**config.mk**
```make
export PLATFORM = sky130hd
export DESIGN_NAME = htoa_hash
export DESIGN_NICKNAME = d
export VERILOG_FILES = /design/src/rtl/core/htoa_pkg.sv /design/src/rtl/core/htoa_hash.sv
export SDC_FILE = /design/constraint.sdc
export NUM_CORES = 1
export LEC_CHECK = 0
export BUFFER_PORTS_ARGS = -buffer_cell sky130_fd_sc_hd__buf_2
export CORE_ASPECT_RATIO = 0.9
export CORE_MARGIN = 3
export CORE_UTILIZATION = 60
export CTS_BUF_LIST = sky130_fd_sc_hd__clkbuf_2 sky130_fd_sc_hd__clkbuf_4 sky130_fd_sc_hd__clkbuf_8
export CTS_CLUSTER_SIZE = 16
export DETAILED_ROUTE_END_ITERATION = 16
export GPL_TIMING_DRIVEN = 0
export PLACE_DENSITY = 0.78
export SYNTH_ARGS = -nofsm -noshare
export SYNTH_HDL_FRONTEND = slang
export SYNTH_SLANG_ARGS = --single-unit
export TNS_END_PERCENT = 5
```
**constraint.sdc**
```tcl
create_clock -name aclk -period 7.1 [get_ports aclk]
set_input_delay 1.065 -clock aclk [delete_from_list [all_inputs] [get_ports aclk]]
set_output_delay 1.065 -clock aclk [all_outputs]
set_load 0.1 [all_outputs]
```
**src/rtl/core/htoa_pkg.sv**
```systemverilog
// Shared types and constants for the hashed record table with overflow area.
// Used by htoa_hash and hashed_table_with_overflow_area. No dependencies.
package htoa_pkg;

    localparam int PRIMARY_SLOTS_DEF = 900;
    localparam int TOTAL_SLOTS_DEF   = 1000;

    localparam int KIND_W   = 2;
    localparam int KEY_W    = 32;
    localparam int YEAR_W   = 16;
    localparam int TAG_W    = 32;
    localparam int STATUS_W = 4;
    localparam int POS_W    = 10;
    // slot numbers and counters; holds any slot count up to 65536
    localparam int SLOT_W   = 17;
    localparam int REM_W    = 16;

    // memory entry: used bit, key, year, tag
    localparam int ENT_W    = 1 + KEY_W + YEAR_W + TAG_W;
    localparam int ENT_USED = ENT_W - 1;

    localparam logic [KIND_W-1:0] KIND_INSERT = 2'd0;
    localparam logic [KIND_W-1:0] KIND_SEARCH = 2'd1;
    localparam logic [KIND_W-1:0] KIND_DELETE = 2'd2;

    localparam logic [STATUS_W-1:0] ST_STORED_HOME = 4'd0;
    localparam logic [STATUS_W-1:0] ST_STORED_OVF  = 4'd1;
    localparam logic [STATUS_W-1:0] ST_FOUND_HOME  = 4'd2;
    localparam logic [STATUS_W-1:0] ST_FOUND_OVF   = 4'd3;
    localparam logic [STATUS_W-1:0] ST_DEL_HOME    = 4'd4;
    localparam logic [STATUS_W-1:0] ST_DEL_OVF     = 4'd5;
    localparam logic [STATUS_W-1:0] ST_BAD_KEY     = 4'd6;
    localparam logic [STATUS_W-1:0] ST_DUPLICATE   = 4'd7;
    localparam logic [STATUS_W-1:0] ST_FULL        = 4'd8;
    localparam logic [STATUS_W-1:0] ST_NOT_FOUND   = 4'd9;

    typedef struct packed {
        logic              done;
        logic [SLOT_W-1:0] home;
    } hash_res_t;

endpackage

```
**src/rtl/core/htoa_hash.sv**
```systemverilog
// Home slot unit: mixes the key bytes, then reduces modulo PRIMARY_SLOTS by
// reciprocal multiplication and one correcting subtract. Uses htoa_pkg.
module htoa_hash #(
    parameter int PRIMARY_SLOTS = htoa_pkg::PRIMARY_SLOTS_DEF
) (
    input  logic                     aclk,
    input  logic                     aresetn,
    input  logic                     start,
    input  logic [31:0]              key,
    output htoa_pkg::hash_res_t      res
);
    import htoa_pkg::*;

    localparam logic [SLOT_W-1:0] PRIM_C  = SLOT_W'(PRIMARY_SLOTS);
    // floor(2^31 / PRIMARY_SLOTS); the quotient estimate is low by at most one
    localparam logic [31:0]       RECIP_C = 32'((64'd1 << 31) / PRIMARY_SLOTS);

    localparam logic [2:0] H_IDLE = 3'd0;
    localparam logic [2:0] H_MUL  = 3'd1;
    localparam logic [2:0] H_QP   = 3'd2;
    localparam logic [2:0] H_SUB  = 3'd3;
    localparam logic [2:0] H_FIX  = 3'd4;

    function automatic logic [31:0] mix(input logic [31:0] k);
        logic [31:0] h;
        logic [31:0] c;
        h = '0;
        for (int i = 0; i < 4; i++) begin
            c = {24'd0, k[8*i +: 8]} * 32'(i + 1);
            h = ((h << 5) - h) ^ c;
        end
        return h;
    endfunction

    logic [2:0]        state_reg;
    logic [30:0]       h_reg;
    logic [62:0]       prod_reg;
    logic [31:0]       qp_reg;
    logic [SLOT_W-1:0] diff_reg;
    logic [REM_W-1:0]  rem_reg;
    logic              done_reg;
    logic [31:0]       mixed;
    logic [31:0]       diff_full;
    logic [SLOT_W-1:0] diff_fix;

    assign mixed     = mix(key);
    // true difference lies in [0, 2*PRIMARY_SLOTS), so the low bits suffice
    assign diff_full = {1'b0, h_reg} - qp_reg;
    assign diff_fix  = (diff_reg >= PRIM_C) ? diff_reg - PRIM_C : diff_reg;

    always_ff @(posedge aclk) begin
        if (!aresetn) begin
            state_reg <= H_IDLE;
            done_reg  <= 1'b0;
        end else begin
            done_reg <= (state_reg == H_FIX);
            unique case (state_reg)
                H_IDLE: begin
                    if (start) begin
                        h_reg     <= mixed[30:0];
                        state_reg <= H_MUL;
                    end
                end
                H_MUL: begin
                    prod_reg  <= 63'(h_reg) * 63'(RECIP_C);
                    state_reg <= H_QP;
                end
                H_QP: begin
                    qp_reg    <= 32'(prod_reg[61:31]) * 32'(PRIMARY_SLOTS);
                    state_reg <= H_SUB;
                end
                H_SUB: begin
                    diff_reg  <= diff_full[SLOT_W-1:0];
                    state_reg <= H_FIX;
                end
                H_FIX: begin
                    rem_reg   <= diff_fix[REM_W-1:0];
                    state_reg <= H_IDLE;
                end
                default: state_reg <= H_IDLE;
            endcase
        end
    end

    assign res.done = done_reg;
    assign res.home = {1'b0, rem_reg};

endmodule

```
After elaboration in Yosys (flattened, before gate mapping)
Cells that the tools add are included.
- bits of input ports: 35
- output and inout bits: 18
- bits in registers: 134
- word-level logic and storage cells: 33
- $lt $le $gt $ge: 1
- multiplexer cells: 3
- add/sub/neg operators: 5
- reductions and logical operators: 6
- bitwise gates (word level): 3
- multipliers: 3
- equal/unequal tests: 5
- operators with widths (cell ; number):
    $sub A31 B31 Y31 ; 2
    $xor A31 B10 Y31 ; 2
    $mul A31 B20 Y51 const B ; 1
    $xor A31 B9 Y31 ; 1
    $mul A22 B8 Y15 const B ; 1
    $ge A17 B10 Y1 const B ; 1
    $sub A17 B17 Y17 ; 1
    $mux W16 ; 1
    $sub A16 B10 Y16 const B ; 1
    $sub A13 B8 Y14 ; 1
    $pmux W3 S4 ; 1
    $mul A8 B2 Y10 const B ; 1
    $reduce_and A2 Y1 ; 4
    $eq A3 B2 Y1 const B ; 2
    $eq A3 B1 Y1 const B ; 1
    $eq A3 B3 Y1 const B ; 1
    $logic_not A3 Y1 ; 1
    $mux W3 ; 1
    $reduce_and A3 Y1 ; 1
    $ne A2 B2 Y1 const B ; 1

Longest topological paths before layout
Gate-level depths: netlist of the first run.
- word-level depth: 6
- depth in mapped cells: 31
- depth with buffers taken out: 28

Least setup slack after synthesis of the first run
OpenSTA, ideal clock, no wires.
- path type: input to register
- from: input port key[0]
- to: register h_reg[28], data pin
- path buffers: 2
- slack: 0.677 ns
- stages: 29
- setup time: 0.262 ns
- data required time: 6.838 ns
- data arrival time: 6.161 ns
- cells stage by stage: clkbuf_1 inv_1 ha_1 and3b_1 and3_1 clkbuf_1 or3_1 xnor2_1 ha_1 and3_1 a21boi_0 a211oi_1 a211oi_1 a21o_1 a221o_1 nor2_2 inv_1 ha_1 a21o_1 a21o_1 a21oi_1 inv_1 a21oi_1 o211ai_1 o2111ai_1 nand2_1 a31oi_1 o21bai_1 xor2_1
- word-level cells in the longest chain between the ends: 6
- RTL lines (what ; RTL line ; RTL):
    start, declared ; htoa_hash.sv:9 ; input logic [31:0] key,
    $sub A13 B8 Y14 ; htoa_hash.sv:30 ; h = ((h << 5) - h) ^ c;
    $xor A31 B9 Y31 ; htoa_hash.sv:30 ;
    $sub A31 B31 Y31 ; htoa_hash.sv:30 ;
    $xor A31 B10 Y31 ; htoa_hash.sv:30 ;
    $sub A31 B31 Y31 ; htoa_hash.sv:30 ;
    $xor A31 B10 Y31 ; htoa_hash.sv:30 ;
    net mixed[28] ; htoa_hash.sv:42 ; logic [31:0] mixed;
    end signal, assigned ; htoa_hash.sv:60 ; h_reg <= mixed[30:0];
    end, declared ; htoa_hash.sv:36 ; logic [30:0] h_reg;
The timed path passes the listed nets, and every way through them passes these cells.
A chain may end at the register's enable or synchronous reset.

Worst setup path after layout of the first run
- from: register h_reg[15]
- to: register prod_reg[45], data pin
- word-level cells in the longest chain between the ends: 1
- RTL lines (what ; RTL line ; RTL):
    $mul A31 B20 Y51 ; htoa_hash.sv:65 ; prod_reg <= 63'(h_reg) * 63'(RECIP_C);
    end signal, assigned ; htoa_hash.sv:65 ;
    end, declared ; htoa_hash.sv:37 ; logic [62:0] prod_reg;
No other way between the ends.

==> summary.md, run 1 <==
| Metric | Value |
|---|---|
| DRC violations left | `0` |
| Global-route wire length before repair | `56,700 um` |
| Combinational family with the most area after synthesis | `adder cells` |
| Largest cells by area after synthesis | `ha_1 (25%), fa_1 (24%), edfxtp_1 (17%)` |
| Final setup viols | `0` |
| Iter 0 DRT Violations | `516` |
| Wire per inst | `15.7 um` |
| Clk root buf | `clkbuf_8` |
| Routed via count | `11,300` |
| Pin count of the biggest net entering global routing | `20` |
| Post-Syn Instances | `1,632` |
| Grt total ovfl | `0` |
| Clock Latency Late Sink | `0.40 ns` |
| All-Layer GR Usage | `0.236` |
| Die width | `180 um` |
| Yosys top cell area share | `0.248` |
| Post-Synth Adder-Cell Area | `0.486` |
| CTS sink cnt | `98` |
| Die Footprint | `29,400 sq um` |
| Row cnt | `56` |
| Final Critical Period | `6.84 ns` |
| Yosys warnings | `0` |
| Syn_area_per_cell | `10.1 sq um` |
| CTS max path bufs | `2` |
| Post-synth cell types | `72` |
| Post-place instance area | `17,200 sq um` |
| RSZ-0062 raised after global routing | `yes` |
| Tightest Hold Check Type | `reg2reg` |
| ANT cells | `0` |
| Final core occ | `0.667` |
| Final period utilization | `0.964` |
| Num CTS Buffers | `9` |
| Max_slew headroom | `0.125` |
| Post-synth top area cell | `ha_1` |
| Crit start category | `flop` |
| Mux cell area share after synthesis | `0.00122` |
| Synth Area in Compound Gates | `0.0950` |
| Die span in y | `163 um` |
| Net count after synthesis | `2,186` |
| Ys flop type | `edfxtp_1` |
| Initial antenna violation count | `0` |
| WS Path Type | `reg2reg` |
| Synth cell count leaders | `inv_1 (408), ha_1 (326), fa_1 (193), edfxtp_1 (94), xnor2_1 (89)` |
| Number of global-route vias before repair | `12,000` |
| Min Hold Slack | `0.504 ns` |
| Max FFs per register | `31` |
| H-tree depth | `3` |
| CP Capture Type | `flop` |
| Post-synthesis async set-or-reset flop share | `0` |
| Share of cells above drive strength 1 | `0.0824` |
| TNS Setup | `0 ns` |
| Post-synth EDFFs | `94` |
| IO buf count | `50` |
| Post-Syn Area | `16,400 sq um` |
| Reg clk slew, reported paths | `0.11 ns` |
| Worst Max-Slew Pin Slew | `1.30 ns` |
| Status | `finished clean` |
| Worst endpoint required time | `7.24 ns` |
| Nets | `2,284` |
| Synthesized flop and latch total | `98` |
| Final instance area | `17,700 sq um` |
| Pre-antenna DRT Iters | `5` |
| Synth Area in XOR/XNOR | `0.0727` |
| Synth Area in Simple Gates | `0.0699` |
| Routability cong. | `0.870` |
| Routed Antenna Nets | `0` |
| Final hold violation count | `0` |
| Clock Skew | `0.0234 ns` |
| Starting density of the core | `0.620` |
| Maximum clock frequency | `0.146 GHz` |
| Area grow syn2layout | `7.62%` |
| Slew Viols, Final | `0` |
| # IOs | `53` |
| Seq/Total Area, Yosys | `0.177` |
| Crit path arrival time | `6.99 ns` |
| CP Max Fanout | `10` |
| Top-count cell post-synth | `inv_1` |
| CTS tree | `built` |
| Post-detailed-placement half-perimeter wirelength | `26,700 um` |
| Max_cap viols | `0` |
| Wirelength, routed | `32,700 um` |
| Core area | `26,500 sq um` |
| Via/cell ratio | `5.43` |
[per-layer routing]
metal / GRT usage / routed length, um / vias to the layer above
met2: 0.405 / 15900 / 204
met1: 0.315 / 14800 / 5462
li1: - / - / 5590
met3: 0.0335 / 1260 / 50
met5: 0 / 0 / -
met4: 0.0705 / 750 / 0
[logic make-up after synthesis]
group,Yosys count
AOI/OAI and AO/OA,231
xor gates and xnor gates,133
adders and majority gates,523
buffers and inverters,423
DFF,98
muxes,2
other,1
and+or+nand+nor,221
[critical path: stages, from the launching register on]
cell and delay [ns]:
edfxtp_1 0.81, ha_1 0.36, ha_1 0.33, fa_1 0.49, fa_1 0.46, fa_1 0.51, fa_1 0.54, inv_1 0.05
fa_1 0.49, inv_1 0.04, ha_1 0.32, a21o_1 0.21, a21o_1 0.17, a21o_1 0.16, a21o_1 0.17, a21o_1 0.16
a21o_1 0.17, a21oi_1 0.21, nor2_1 0.08, a21oi_1 0.18, nand3_1 0.15, a31o_2 0.27, a21oi_1 0.18, xnor2_1 0.09
[cell usage in the layout, fill, tap and decap left out, types with 7 or more instances in the layout]
| cell type | Yosys | layout |
|---|---|---|
| nand4_1 | 8 | 8 |
| ha_1 | 326 | 326 |
| nor2_1 | 59 | 59 |
| and3_1 | 12 | 12 |
| a211oi_1 | 8 | 7 |
| a31o_2 | 7 | 7 |
| buf_4 | 2 | 38 |
| a31oi_1 | 10 | 9 |
| nand3_1 | 14 | 14 |
| xor2_1 | 42 | 42 |
| buf_2 | 4 | 54 |
| a21oi_1 | 56 | 55 |
| o21bai_1 | 13 | 13 |
| nand2_1 | 36 | 36 |
| a21o_1 | 46 | 46 |
| nor3_1 | 22 | 21 |
| fa_1 | 193 | 193 |
| nand2b_1 | 11 | 11 |
| a21boi_0 | 9 | 9 |
| xnor2_1 | 89 | 89 |
| inv_1 | 408 | 408 |
| or4_1 | 7 | 7 |
| and2_1 | 9 | 9 |
| clkbuf_8 | 0 | 9 |
| edfxtp_1 | 94 | 94 |
| or3_1 | 9 | 9 |
| o21ai_0 | 34 | 32 |
| nor4_1 | 7 | 7 |
[area by class of cell]
class,count,area (sq um)
Multi-Input combinational cell,1111,12000
Fill cell,2038,8820
Sequential cell,98,2900
Inverter,409,1540
Timing Repair Buffer,88,543
Tap cell,348,435
Clock buffer,9,124
Clock inverter,7,95.1
Buffer,13,70.1
[through the flow]
stage,setup WS [ns],std cells
2_1_floorplan,0.677,1632
5_1_grt,-0.0523,2083
3_5_place_dp,-0.428,2036
3_3_place_gp,-0.339,2030
4_1_cts,0.0340,2054
6_report,0.255,2083
[repair_timing]
item,4_1_cts,5_1_grt
gates resized for setup,2,10
cloned,0,0
hold buffers,0,0
setup buffers,2,29
setup endpoints to repair,5,18
[worst paths after layout]
check	startpoint	endpoint	slack (ns)	cells after the start
max	h_reg[15]	prod_reg[45]	0.26	23
min reg2reg	diff_reg[1]	rem_reg[1]	0.50	0
max reg2reg	h_reg[15]	prod_reg[45]	0.26	23
min	diff_reg[1]	rem_reg[1]	0.50	0
Power of run 1 is left out: the tool's default activity adds up to more than one toggle a clock period on the data nets, which glitch-free logic cannot reach.
==> run 2, diff against run 1 <==
--- a/config.mk
+++ b/config.mk
@@ -14,6 +14,7 @@
 export DETAILED_ROUTE_END_ITERATION = 16
 export GPL_TIMING_DRIVEN = 0
 export PLACE_DENSITY = 0.78
+export RECOVER_POWER = 25
 export SYNTH_ARGS = -nofsm -noshare
 export SYNTH_HDL_FRONTEND = slang
 export SYNTH_SLANG_ARGS = --single-unit
==> run 2 against run 1 <==
  * Critical endpoint unchanged
  * Global-route usage unchanged
  * Flip-flop and latch count unchanged
  * Final cell count unchanged
  * Via count about the same
  * Largest cell class unchanged
  * Critical path depth unchanged
  * Critical path type unchanged
  * Fmax up 0.13%
  * Setup slack better by 0.0086 ns
==> summary.md, run 2 (synthesis gave the netlist of run 1 again) <==
| Metric | Value |
|---|---|
| Most frequent cells in the layout | `inv_1 (408), ha_1 (326), fa_1 (193)` |
| R2R Setup Slk | `0.26 ns (about the same)` |
| Post-detailed-placement half-perimeter wirelength | `26,700 um (unchanged)` |
| Reg2Reg Launch Point | `h_reg[15]` |
| Starting density of the core | `0.620 (unchanged)` |
| Worst endpoint required time | `7.24 ns (about the same)` |
| Die width | `180 um (unchanged)` |
| Initial antenna violation count | `0 (unchanged)` |
| Clk root buf | `clkbuf_8` |
| Area grow syn2layout | `7.40%` |
| Pre-antenna DRT Iters | `4 (-1)` |
| IO buf count | `50 (unchanged)` |
| Status | `finished clean` |
| TNS Setup | `0 ns (unchanged)` |
| Routed Antenna Nets | `0 (unchanged)` |
| # IOs | `53 (unchanged)` |
| Row cnt | `56 (unchanged)` |
| Critical Path Sink | `prod_reg[45]` |
| Max_slew headroom | `0.126 (about the same)` |
| Wirelength, routed | `32,700 um (-0.16%)` |
| Crit path arrival time | `6.98 ns (about the same)` |
| Max FFs per register | `31 (unchanged)` |
| All-Layer GR Usage | `0.236 (unchanged)` |
| CP Max Fanout | `10 (unchanged)` |
| Commonest non-fill, non-tap cell in the layout | `inv_1` |
| Max_cap viols | `0 (unchanged)` |
| Share of cells above drive strength 1 | `0.0784 (-0.00403)` |
| Worst R2R Path Depth | `23 (unchanged)` |
| DRC violations left | `0 (unchanged)` |
| Core area | `26,500 sq um (unchanged)` |
| Number of global-route vias before repair | `12,000 (unchanged)` |
| CTS sink cnt | `98 (unchanged)` |
| Clock Skew | `0.0230 ns (-0.000482 ns)` |
| Pin count of the biggest net entering global routing | `20 (unchanged)` |
| CP Capture Type | `flop` |
| Routed via count | `11,300 (+0.080%)` |
| Num CTS Buffers | `9 (unchanged)` |
| Critical Path Source | `h_reg[15]` |
| Tightest Hold Check Type | `reg2reg` |
| Iter 0 DRT Violations | `553 (+7.2%)` |
| Critical R2R Capture | `prod_reg[45]` |
| Slew Viols, Final | `0 (unchanged)` |
| ANT cells | `0 (unchanged)` |
| CTS max path bufs | `2 (unchanged)` |
| H-tree depth | `3 (unchanged)` |
| Wire per inst | `15.7 um (-0.16%)` |
| Grt total ovfl | `0 (unchanged)` |
| Final setup viols | `0 (unchanged)` |
| Nets | `2,284 (unchanged)` |
| Maximum clock frequency | `0.146 GHz (+0.13%)` |
| WS Path Type | `reg2reg` |
| Via/cell ratio | `5.43 (about the same)` |
| RSZ-0062 raised after global routing | `yes` |
| Final hold violation count | `0 (unchanged)` |
| CTS tree | `built` |
| Global-route wire length before repair | `56,700 um (unchanged)` |
| Reg clk slew, reported paths | `0.11 ns (about the same)` |
| Die span in y | `163 um (unchanged)` |
| Routability cong. | `0.870 (unchanged)` |
| Final period utilization | `0.963 (-0.00121)` |
| Clock Latency Late Sink | `0.40 ns (about the same)` |
| Crit start category | `flop` |
| Die Footprint | `29,400 sq um (unchanged)` |
| Fill cells | `2,046 (+0.39%)` |
| Final Critical Period | `6.84 ns (-0.00860 ns)` |
| Worst Max-Slew Pin Slew | `1.30 ns (-0.000173 ns)` |
## run 2: worst min path at each step
stage	start	endpoint	cells after the start
after floorplan	diff_reg[1]	rem_reg[1]	0
after global placement	diff_reg[1]	rem_reg[1]	0
after detailed placement	diff_reg[1]	rem_reg[1]	0
after CTS	diff_reg[1]	rem_reg[1]	0
after global routing	diff_reg[1]	rem_reg[1]	0
final	diff_reg[1]	rem_reg[1]	0
## run 2: cell type report
type | instances | area (sq um) | share of cell area
multi-input cells | 1111 | 11900 | 0.678
clock buffers | 9 | 124 | 0.00702
clock inverters | 7 | 95.1 | 0.00539
well taps | 348 | 435 | 0.0247
plain buffers | 13 | 70.1 | 0.00397
flip-flops and latches | 98 | 2900 | 0.165
inverters | 409 | 1540 | 0.0871
repair buffers | 88 | 523 | 0.0297
## run 2: what timing repair did
action,in CTS,in global routing
setup buffers,2,29
hold buffers,0,0
gates resized for setup,2,10
endpoints found under the setup margin,5,18
endpoints found under the hold margin,0,0
## run 2: routing by layer
metal / vias to the layer above / GRT usage / wire length, um
met1: 5457 / 0.315 / 14700
met2: 221 / 0.405 / 15900
li1: 5588 / - / -
met3: 49 / 0.0335 / 1400
met5: - / 0 / 0
met4: 0 / 0.0705 / 720
## run 2: critical path, stage by stage, from the launching register on
cell	delay, ns
edfxtp_1	0.80
ha_1	0.36
ha_1	0.33
fa_1	0.49
fa_1	0.46
fa_1	0.51
fa_1	0.54
inv_1	0.05
fa_1	0.49
inv_1	0.04
ha_1	0.32
a21o_1	0.21
a21o_1	0.17
a21o_1	0.16
a21o_1	0.17
a21o_1	0.16
a21o_1	0.17
a21oi_1	0.21
nor2_1	0.08
a21oi_1	0.18
nand3_1	0.15
a31o_2	0.27
a21oi_1	0.18
xnor2_1	0.09
## run 2: per-stage QoR
step / hold WS [ns] / std cells / setup slack (ns) / utilization / cell area (sq um)
final: 0.504 / 2083 / 0.264 / 0.666 / 17600
after global routing: 0.510 / 2083 / -0.0523 / 0.666 / 17600
after CTS: 0.501 / 2054 / 0.0340 / 0.657 / 17400
after detailed placement: 0.476 / 2036 / -0.428 / 0.648 / 17200
after global placement: 0.431 / 2030 / -0.339 / 0.646 / 17100
after floorplan: 0.427 / 1632 / 0.677 / - / 16400
Power of run 2 is left out for the same reason.
==> run 3, diff against run 2 <==
--- a/config.mk
+++ b/config.mk
@@ -6,14 +6,13 @@
 export NUM_CORES = 1
 export LEC_CHECK = 0
 export BUFFER_PORTS_ARGS = -buffer_cell sky130_fd_sc_hd__buf_2
-export CORE_ASPECT_RATIO = 0.9
 export CORE_MARGIN = 3
-export CORE_UTILIZATION = 60
+export CORE_UTILIZATION = 35
 export CTS_BUF_LIST = sky130_fd_sc_hd__clkbuf_2 sky130_fd_sc_hd__clkbuf_4 sky130_fd_sc_hd__clkbuf_8
 export CTS_CLUSTER_SIZE = 16
 export DETAILED_ROUTE_END_ITERATION = 16
 export GPL_TIMING_DRIVEN = 0
-export PLACE_DENSITY = 0.78
+export PLACE_DENSITY = 0.51
 export RECOVER_POWER = 25
 export SYNTH_ARGS = -nofsm -noshare
 export SYNTH_HDL_FRONTEND = slang
==> run 3 against run 2 <==
  * Fmax rose by 0.68%
  * Hold slack lost 0.031 ns
  * Non-clock buffer count down 1
  * Die area grew 69%
  * Critical path depth unchanged
  * Setup slack better by 0.046 ns
  * Sequential share of layout area shrank 0.26 points
  * Final area rose by 1.6%
  * Clock skew down 0.0081 ns
  * Critical path type unchanged
==> summary.md, run 3 (synthesis gave the netlist of run 1 again) <==
| Metric | Value |
|---|---|
| Status | `finished clean` |
| CP Capture Type | `flop` |
| Slew Viols, Final | `0 (unchanged)` |
| Worst Max-Slew Pin Slew | `1.22 ns (-0.0817 ns)` |
| Via/cell ratio | `4.71 (-13%)` |
| IO buf count | `50 (unchanged)` |
| Post-detailed-placement half-perimeter wirelength | `28,400 um (+6.2%)` |
| Routed via count | `11,000 (-2.8%)` |
| Share of cells above drive strength 1 | `0.0802 (+0.00178)` |
| # IOs | `53 (unchanged)` |
| CTS max path bufs | `2 (unchanged)` |
| Routed Antenna Nets | `0 (unchanged)` |
| Core area | `45,900 sq um (+73%)` |
| Die Footprint | `49,500 sq um (+69%)` |
| Crit path arrival time | `6.93 ns (-0.05 ns)` |
| DRC violations left | `0 (unchanged)` |
| Area grow syn2layout | `9.15%` |
| Reg clk slew, reported paths | `0.11 ns (about the same)` |
| Final period utilization | `0.956 (-0.00648)` |
| Max_cap viols | `0 (unchanged)` |
| All-Layer GR Usage | `0.145 (-0.0907)` |
| Wire per inst | `14.7 um (-6.3%)` |
| RSZ-0062 raised after global routing | `yes` |
| Die width | `223 um (+23%)` |
| ANT cells | `0 (unchanged)` |
| Clk root buf | `clkbuf_8` |
| Iter 0 DRT Violations | `343 (-38%)` |
| H-tree depth | `3 (unchanged)` |
| Tightest Hold Check Type | `reg2reg` |
| Worst endpoint required time | `7.24 ns (about the same)` |
| Crit start category | `flop` |
| CTS tree | `built` |
| Commonest non-fill, non-tap cell in the layout | `inv_1` |
| CTS sink cnt | `98 (unchanged)` |
| Global-route wire length before repair | `58,800 um (+3.7%)` |
| Cells after DPL | `2,288 (+12%)` |
| Max_slew headroom | `0.185 (+0.0594)` |
| Clock Skew | `0.0148 ns (-0.00812 ns)` |
| Num CTS Buffers | `9 (unchanged)` |
| Initial antenna violation count | `0 (unchanged)` |
| Maximum clock frequency | `0.147 GHz (+0.68%)` |
| Die span in y | `223 um (+37%)` |
| Grt total ovfl | `0 (unchanged)` |
| Final hold violation count | `0 (unchanged)` |
| Most frequent cells in the layout | `inv_1 (408), ha_1 (326), fa_1 (193)` |
| Wirelength, routed | `34,300 um (+5.0%)` |
| Number of global-route vias before repair | `11,800 (-1.3%)` |
| Final setup viols | `0 (unchanged)` |
| Hold Buf Count CTS | `0 (unchanged)` |
| Row cnt | `78 (+39%)` |
| Starting density of the core | `0.358 (-0.262)` |
| Nets | `2,283 (-0.044%)` |
| WS Path Type | `reg2reg` |
| Pin count of the biggest net entering global routing | `19 (-5.0%)` |
| Fin cells | `2,334 (+12%)` |
| Max FFs per register | `31 (unchanged)` |
| Clock Latency Late Sink | `0.39 ns (about the same)` |
| CP Max Fanout | `10 (unchanged)` |
| Pre-antenna DRT Iters | `4 (unchanged)` |
| Final Critical Period | `6.79 ns (-0.0460 ns)` |
| Routability cong. | `0.828 (-4.9%)` |
[run 3: what timing repair did]
item,in CTS,in global routing
gates resized for setup,5,9
buffers inserted,12,19
setup endpoints to repair,10,12
pin swaps,1,1
[run 3: critical path, cell delays in order, from the launching register on]
cell and delay [ns]:
edfxtp_1 0.87, ha_1 0.36, ha_1 0.31, fa_1 0.47
fa_1 0.46, fa_1 0.49, fa_1 0.55, inv_1 0.05
fa_1 0.49, inv_1 0.04, ha_1 0.31, a21o_1 0.20
a21o_1 0.18, a21o_1 0.17, a21o_1 0.17, a21o_1 0.17
a21o_1 0.17, a21oi_1 0.20, nor2_1 0.08, a21oi_1 0.18
nand3_1 0.15, a31o_2 0.28, a21oi_2 0.15, xnor2_1 0.07
[run 3: per-stage QoR]
stage	setup WS [ns]	setup TNS, ns	util	cell area [sq um]	hold WS, ns
after floorplan	0.677	0	-	16400	0.427
after global placement	-0.623	-5.17	0.380	17400	0.440
after detailed placement	-0.580	-3.91	0.381	17500	0.444
after CTS	0.0347	0	0.387	17800	0.472
after global routing	-0.00887	-0.00887	0.391	17900	0.482
final	0.310	0	0.391	17900	0.473
[run 3: final timing paths]
kind / depth (start not counted) / start / slack, ns / end
worst min register to register: 0 / diff_reg[0] / 0.47 / rem_reg[0]
worst max-delay path: 23 / h_reg[15] / 0.31 / prod_reg[45]
worst min-delay path: 0 / diff_reg[0] / 0.47 / rem_reg[0]
worst max register to register: 23 / h_reg[15] / 0.31 / prod_reg[45]
[run 3: layer usage]
metal  global-route usage  part of all wire  up-vias
met4               0.0234            0.0091        0
met2                0.262              0.50       80
li1                     -                 -     5570
met5                    0                 0        -
met1                0.192              0.47     5327
met3               0.0131             0.019       22
[run 3: area by class of cell]
cell class              count  area (sq um)
plain buffers              13          70.1
clock buffers              10           131
clock inverters             6          50.0
fillers                  4611         27900
inverters                 409          1540
multi-input cells        1111         12000
flip-flops and latches     98          2900
well taps                 600           751
repair buffers             87           515
Power of run 3 is left out for the same reason.
